## src/hw/rtl/pdtt_pkg.sv

```systemverilog
`timescale 1ns / 1ps
package pdtt_pkg;

    localparam logic [2:0] ST_MATCH  = 3'd0;
    localparam logic [2:0] ST_RELINK = 3'd1;
    localparam logic [2:0] ST_NEW    = 3'd2;
    localparam logic [2:0] ST_FULL   = 3'd3;
    localparam logic [2:0] ST_CLEAR  = 3'd4;

    localparam logic [11:0] RELINK_RESET = 12'd64;
    localparam logic [0:0]  REG_RELINK   = 1'b0;

    typedef struct packed {
        logic        command;
        logic [47:0] source_address;
        logic [31:0] chip_fingerprint;
        logic [11:0] sequence_number;
        logic signed [7:0] signal_strength;
        logic [5:0]  name_length;
        logic [31:0] arrival_time;
    } t_in_item;

    typedef struct packed {
        logic [2:0]  status;
        logic [4:0]  device_slot;
        logic [15:0] device_probes;
        logic [7:0]  device_identities;
        logic signed [7:0] device_best_signal;
        logic [7:0]  device_wildcards;
        logic [31:0] total_probes;
        logic [31:0] total_wildcards;
    } t_out_item;

    typedef struct packed {
        logic [47:0] address;
        logic [31:0] fingerprint;
        logic [11:0] last_sequence;
        logic [31:0] last_time;
        logic [15:0] probe_count;
        logic [7:0]  identity_count;
        logic signed [7:0] best_signal;
        logic [7:0]  wildcard_count;
    } t_entry;

    // Control from the sequencer to each cell; load, relink and fresh reach only the addressed cell.
    typedef struct packed {
        logic        shift;
        logic        load;
        logic        relink;
        logic        fresh;
        logic [47:0] address;
        logic [31:0] fingerprint;
        logic [11:0] sequence_number;
        logic signed [7:0] signal_strength;
        logic        wild;
        logic [31:0] arrival_time;
    } t_cell_ctl;

endpackage

```

## src/hw/rtl/pdtt_cell.sv

```systemverilog
`timescale 1ns / 1ps
module pdtt_cell (
    input  logic                i_clk,
    input  pdtt_pkg::t_cell_ctl i_ctl,
    input  pdtt_pkg::t_entry    i_prev,
    output pdtt_pkg::t_entry    o_entry
);
    import pdtt_pkg::*;

    t_entry r_entry;
    t_entry n_entry;
    t_entry w_base;

    always_comb begin
        w_base  = r_entry;
        n_entry = r_entry;
        if (i_ctl.fresh) begin
            w_base.address        = i_ctl.address;
            w_base.fingerprint    = i_ctl.fingerprint;
            w_base.identity_count = 8'd1;
            w_base.best_signal    = -8'sd128;
            w_base.probe_count    = 16'd0;
            w_base.wildcard_count = 8'd0;
        end else if (i_ctl.relink) begin
            w_base.address = i_ctl.address;
            if (r_entry.identity_count != 8'hFF) begin
                w_base.identity_count = r_entry.identity_count + 8'd1;
            end
        end
        if (i_ctl.load) begin
            n_entry = w_base;
            if (w_base.probe_count != 16'hFFFF) begin
                n_entry.probe_count = w_base.probe_count + 16'd1;
            end
            n_entry.last_sequence = i_ctl.sequence_number;
            n_entry.last_time     = i_ctl.arrival_time;
            if (i_ctl.signal_strength > w_base.best_signal) begin
                n_entry.best_signal = i_ctl.signal_strength;
            end
            if (i_ctl.wild && w_base.wildcard_count != 8'hFF) begin
                n_entry.wildcard_count = w_base.wildcard_count + 8'd1;
            end
        end else if (i_ctl.shift) begin
            n_entry = i_prev;
        end
    end

    always_ff @(posedge i_clk) begin
        r_entry <= n_entry;
    end

    assign o_entry = r_entry;
endmodule

```

## config.mk

```make
export PLATFORM = sky130hd
export DESIGN_NAME = pdtt_cell
export DESIGN_NICKNAME = d
export VERILOG_FILES = /design/src/hw/rtl/pdtt_pkg.sv /design/src/hw/rtl/pdtt_cell.sv
export SDC_FILE = /design/constraint.sdc
export NUM_CORES = 1
export LEC_CHECK = 0
export ABC_CLOCK_PERIOD_IN_PS = 11100
export BUFFER_PORTS_ARGS = -buffer_cell sky130_fd_sc_hd__buf_2
export CAP_MARGIN = 40
export CORE_AREA = 2 2 182 184
export DETAILED_ROUTE_END_ITERATION = 12
export DIE_AREA = 0 0 184 186
export PLACE_DENSITY = 0.5
export SKIP_CTS_REPAIR_TIMING = 1
export SLEW_MARGIN = 15
export SYNTH_ARGS = -nofsm -noshare
export SYNTH_HDL_FRONTEND = slang
export SYNTH_SLANG_ARGS = --single-unit
```

## constraint.sdc

```tcl
create_clock -name i_clk -period 11.1 [get_ports i_clk]
set_clock_uncertainty 0.05 [all_clocks]
set_input_delay 1.665 -clock i_clk [delete_from_list [all_inputs] [get_ports i_clk]]
set_output_delay 1.665 -clock i_clk [all_outputs]
set_load 0.01 [all_outputs]
```

==> reports/metrics.cfg, run 1 <==
[clocking]
path_clk_slew_ns=0.07
clk_latency_ns=0.43
cts_tree=done
cts-buffers-inserted=17
cts_sinks=164
clockBufferDepth=2
h-tree-depth=4
cts-root-buf=clkbuf_16

[power]
p_sw_mw=0.474
power.leakage_nw=4.90
power_frac_seq=0.468
ir_drop_mv=0.0937
cellPowerDensity_nw_per_um2=149
switching_share=0.278
intPower_mw=1.23
p_total_mw=1.70
comb_power_share=0.184
clkPwrFrac=0.348

[grt]
grt_use_met2=0.269
grt_max_degree=72
grt_use_total=0.155
grtUsageMet1=0.185
first_global_vias=6298
antenna_found_initial=4
gr-total-overflow=0
grt_pass1_wl_um=38600
use_met3=0.0317
busiest_layer=met2

[timing]
min_period_ns=4.05
setup_violations=0
rsz0062_at_grt=no
setup-tns-final_ns=0
hold_viol_final=0
slew_headroom=0.488
final_max_slew_viol_count=0
fin_crit_sh=0.364
whs_ns=0.619
worst_pin_slew_ns=0.768
fmax_mhz=247

[setup_path]
reg2reg_depth=7
critPathBufInv=2
critical_path_class=in -> reg
reg2reg_from=o_entry[8]
worstPathMaxFanout=23
worst_setup_path_end_kind=flop
cp.arrival_ns=4.26
crit_path_top_delay_cell=inv_1
critical_path.top_delay_family=simple AND/OR/NAND/NOR gates
crit_path_start_kind=primary input
reg2reg_slack_ns=8.68
worstPathRequired_ns=11.32
path_cells=buf_2 -> inv_1 -> nand2_1 -> ha_1 -> a21o_1 -> a2111oi_4 -> nor3_2 -> or3_2 -> a31oi_1
r2r_end=o_entry[9]
crit_path_max_incr_delay_ns=0.48

[floorplanning]
die_area_sq_um=34200
rows=66
die_h_um=186
die_x_um=184
initial_utilization=0.249
core_sq_um=32200
pin_count=466

[route]
vias=6313
viasPerCell=4.38
drtAntennaViolNets=0
route.detailed.drc=0
drt_iter0_drc=299
routed_wl_um=27400
wl_per_cell_um=19.0
drt_pass1_iterations=4

[synthesis]
avgSynthCellArea_sq_um=14.5
synth.cell_area_sq_um=8010
synth_flop_cell=edfxtp_1
synthesis.instances=552
ys_warn_count=0
synthArstFlopShare=0
ys_ff_latch=164
syn-num-nets=865
synth_edf_count=164
yosys.cell_types.count=52
ys_seq_area_frac=0.615

[worst_hold_path]
worstHoldStart=o_entry[16]
hold_path_depth=1
whs_endpoint=o_entry[16]
hp-class=reg -> reg

[placement]
hpwl_um=21400
io_buffer_count=465
place.gp.congestion=0.796
placed_cells=1404

[run]
cap_violations=0

[cells_and_area]
largest_register_ffs=164
final_util=0.355
area_growth_syn_to_layout_pct=42.7
stdcell_count=1440
drive_gt1_frac=0.630
final_nets=1330

[status]
status=finished, final reports clean

worst max path at each step:
stage	depth (start not counted)	end	from	slack, ns
final	9	o_entry[9]	i_ctl[133]	7.05
after global routing	10	o_entry[12]	i_ctl[133]	6.72
after CTS	9	o_entry[9]	i_ctl[133]	7.05
after detailed placement	9	o_entry[9]	i_ctl[133]	6.61
after global placement	9	o_entry[9]	i_ctl[133]	6.43
after floorplan	4	o_entry[16]	i_ctl[135]	6.13
cell usage after synthesis, drive strengths merged, types with 2 or more instances:
cell    number  area (sq um)
nand3b       5          50.1
nor3         5          35.0
ha          11           138
and3         6          37.5
edfxtp     164          4920
buf         18          91.3
a22o        10          87.6
a31o         2          17.5
o21ai       15          75.1
a31oi        8          50.1
xnor2       15           131
or3          7          48.8
nand4        6          43.8
mux2i        2          20.0
clkbuf      10          37.5
nor2b       14          87.6
inv          6          22.5
xor2         5          43.8
nand2       24          90.1
mux2       126          1420
nand3       15          75.1
a21oi       16          80.1
o31ai        3          36.3
nor2        32           120
o211ai       4          30.0
or4          2          15.0
and2b        3          22.5
o221a        2          22.5
through the flow:
stage | worst slack (ns) | instance area (sq um)
after floorplan | 6.13 | 8010
after global placement | 6.43 | 10800
after detailed placement | 6.61 | 10800
after CTS | 7.05 | 11400
after global routing | 6.72 | 11400
final | 7.05 | 11400
power by group through the flow:
stage / clock network, mW / registers, mW / logic (mW)
6_report: 0.593 / 0.796 / 0.313
5_1_grt: 0.630 / 0.804 / 0.341
4_1_cts: 0.610 / 0.797 / 0.319
3_5_place_dp: 0 / 0.810 / 0.317
3_3_place_gp: 0 / 0.809 / 0.314
2_1_floorplan: 0 / 0.845 / 0.109
cell type report:
type,instances,area (sq um)
inverters,6,22.5
diodes,3,7.51
flip-flops and latches,164,4920
well taps,408,510
multi-input cells,354,2940
clock buffers,17,425
fillers,3265,20800
repair buffers,474,2450
clock inverters,14,148
layout by cell type (no fill, tap or decap), types with 2 or more instances in the layout:
master	n
clkbuf_16	17
ha_1	11
a21oi_1	16
o211ai_1	4
a31oi_1	8
or3_2	4
inv_1	6
and2b_1	3
o221a_2	2
diode_2	3
xnor2_1	15
nand3_1	15
clkinv_4	4
nor2b_1	14
mux2i_1	2
or3_1	3
o31ai_1	2
inv_8	3
nor3_2	2
or4_1	2
xor2_1	5
buf_4	5
nor2_1	32
inv_6	3
edfxtp_1	164
buf_2	465
mux2_2	126
buf_16	2
nor3_1	3
a22o_1	10
nand3b_1	4
clkinvlp_4	3
nand2_1	24
nand4_1	5
o21ai_0	15
and3_1	6
worst reg2reg max path, delay by kind of cell, from the launching register on:
family                   cells  cell delay, ns
AND/OR/NAND/NOR              5            1.30
flip-flops                   1            0.42
adder cells (fa/ha/maj)      1            0.29
AO/OA/AOI/OAI                1            0.08
metal layers:
layer / vias up / wire length [um]
met2: 261 / 14100
met3: 39 / 1510
li1: 3060 / -
met5: - / 0
met1: 2953 / 10900
met4: 0 / 856
logic make-up after synthesis:
logic type	share of synthesized area
flip-flops	0.615
multiplexers	0.180
AND/OR/NAND/NOR	0.0848
AO/OA/AOI/OAI	0.0626
buffers and inverters	0.0189
XOR/XNOR	0.0219
adder cells (fa/ha/maj)	0.0172
Note: power is estimated with default switching activity, not from simulation.
==> run 2: changes to the inputs <==
--- a/config.mk
+++ b/config.mk
@@ -5,13 +5,13 @@
 export SDC_FILE = /design/constraint.sdc
 export NUM_CORES = 1
 export LEC_CHECK = 0
-export ABC_CLOCK_PERIOD_IN_PS = 11100
+export ABC_CLOCK_PERIOD_IN_PS = 4100
 export BUFFER_PORTS_ARGS = -buffer_cell sky130_fd_sc_hd__buf_2
 export CAP_MARGIN = 40
-export CORE_AREA = 2 2 182 184
+export CORE_AREA = 2 2 180 182
 export DETAILED_ROUTE_END_ITERATION = 12
-export DIE_AREA = 0 0 184 186
-export PLACE_DENSITY = 0.5
+export DIE_AREA = 0 0 182 184
+export PLACE_DENSITY = 0.51
 export SKIP_CTS_REPAIR_TIMING = 1
 export SLEW_MARGIN = 15
 export SYNTH_ARGS = -nofsm -noshare
==> constraint.sdc (replaced) <==
create_clock -name i_clk -period 4.1 [get_ports i_clk]
set_clock_uncertainty 0.05 [all_clocks]
set_input_delay 0.615 -clock i_clk [delete_from_list [all_inputs] [get_ports i_clk]]
set_output_delay 0.615 -clock i_clk [all_outputs]
set_load 0.01 [all_outputs]
==> run 2 against run 1 <==
Against the previous run:
- final cell count is 0.35% lower
- final area about the same
- count of clock-buffer cells in the layout up 1
- via count increased by 2.6%
- first-iteration DRC count grew 12%
- critical path depth stayed put
- sequential share of layout area is essentially flat
- largest cell class unchanged
==> reports/metrics.cfg, run 2 (synthesis results as in run 1) <==
[route]
viasPerCell=4.51  ; +3.0%
wl_per_cell_um=19.2  ; +0.94%
drtAntennaViolNets=0  ; unchanged
drt_iter0_drc=335  ; +12%
routed_wl_um=27500  ; +0.58%
drt_pass1_iterations=4  ; unchanged
route.detailed.drc=0  ; unchanged
vias=6477  ; +2.6%

[clocking]
path_clk_slew_ns=0.07  ; about the same
clk_latency_ns=0.43  ; about the same
cts-root-buf=clkbuf_16
h-tree-depth=4  ; unchanged
cts-buffers-inserted=17  ; unchanged
clockBufferDepth=2  ; unchanged
cts_sinks=164  ; unchanged
cts_tree=done

[worst_hold_path]
whs_endpoint=o_entry[17]
hold_path_depth=2  ; +1
hp-class=in -> reg
worstHoldStart=i_prev[17]

[timing]
rsz0062_at_grt=no
fin_crit_sh=0.687
hold_viol_final=0  ; unchanged
final_max_slew_viol_count=0  ; unchanged
setup_violations=0  ; unchanged
setup-tns-final_ns=0  ; unchanged
min_period_ns=2.82
slew_headroom=0.501  ; +0.0136
fmax_mhz=355
worst_pin_slew_ns=0.747  ; -0.0213 ns

[grt]
grt_use_total=0.158  ; +0.00272
first_global_vias=6572  ; +4.4%
antenna_found_initial=5  ; +1
grt_pass1_wl_um=39100  ; +1.3%
gr-total-overflow=0  ; unchanged
grt_max_degree=62  ; -14%

[floorplanning]
die_area_sq_um=33500  ; -2.2%
die_h_um=184  ; -1.1%
die_x_um=182  ; -1.1%
rows=65  ; -1.5%
initial_utilization=0.255  ; +0.00644
pin_count=466  ; unchanged
core_sq_um=31400  ; -2.5%

[setup_path]
crit_path_start_kind=primary input
r2r_end=o_entry[9]
critical_path_class=in -> reg
reg2reg_from=o_entry[8]
worst_setup_path_end_kind=flop
reg2reg_depth=7  ; unchanged
cp.arrival_ns=3.03  ; -1.23 ns
worstPathMaxFanout=23  ; unchanged
worstPathRequired_ns=4.31  ; -7.01 ns
reg2reg_slack_ns=1.65  ; -7.03 ns

[run]
cap_violations=0  ; unchanged

[cells_and_area]
final_cell_mix=buf_2, edfxtp_1, mux2_2
largest_register_ffs=164  ; unchanged
area_growth_syn_to_layout_pct=42.6  ; about the same
drive_gt1_frac=0.629  ; about the same
final_common_cell=buf_2
final_nets=1330  ; unchanged

[power]
power.leakage_nw=4.92  ; +0.28%
cellPowerDensity_nw_per_um2=408  ; +170%
p_total_mw=4.66  ; +170%
ir_drop_mv=0.249  ; +170%

[placement]
place.gp.congestion=0.825  ; +3.6%
io_buffer_count=465  ; unchanged
hpwl_um=21400  ; -0.28%

[status]
status=finished, final reports clean

==> run 2: power by group <==
group	switching, mW	internal [mW]	leakage, nW
Sequential	0.0794	2.07	1.66
Combinational	0.443	0.394	2.97
Clock	0.748	0.921	0.295
Total	1.27	3.39	4.92
==> run 2: area by class of cell <==
type / count / area (sq um)
inverter: 6 / 22.5
timing repair buffer: 474 / 2430
clock inverter: 14 / 163
sequential: 164 / 4920
tap: 402 / 503
clock buffer: 18 / 429
multi-input combinational: 354 / 2940
fill: 3203 / 20000
antenna: 3 / 7.51
==> run 2: through the flow <==
stage                     hold slack (ns)   util  std cells  setup slack, ns  cell area, sq um
after floorplan                     0.608      -        552            0.184              8010
after global placement              0.596  0.343       1397            0.769             10800
after detailed placement            0.597  0.344       1399            0.854             10800
after CTS                           0.391  0.363       1431             1.30             11400
after global routing                0.400  0.364       1434             1.07             11400
final                               0.422  0.364       1435             1.28             11400
==> run 2: metal layers <==
layer  global-route usage  part of all wire  vias to the layer above
li1                     -                 -                     3072
met5                    0           0.00047                        -
met3               0.0374             0.064                       28
met4               0.0545             0.020                        2
met1                0.194              0.41                     3094
met2                0.273              0.51                      281
==> run 2: worst max path at each step <==
stage / cells past startpoint / endpoint / slack (ns) / startpoint
4_1_cts: 9 / o_entry[9] / 1.30 / i_ctl[133]
5_1_grt: 10 / o_entry[9] / 1.07 / i_ctl[133]
3_5_place_dp: 9 / o_entry[9] / 0.85 / i_ctl[133]
3_3_place_gp: 8 / o_entry[9] / 0.77 / i_ctl[133]
6_report: 9 / o_entry[9] / 1.28 / i_ctl[133]
2_1_floorplan: 4 / o_entry[16] / 0.18 / i_ctl[135]
==> run 2: worst max-delay path: stages <==
cell       delay, ns
buf_2           0.37
inv_1           0.26
nand2_1         0.14
ha_1            0.25
a21o_1          0.19
a2111oi_4       0.39
nor3_2          0.18
or3_2           0.43
a31oi_1         0.19
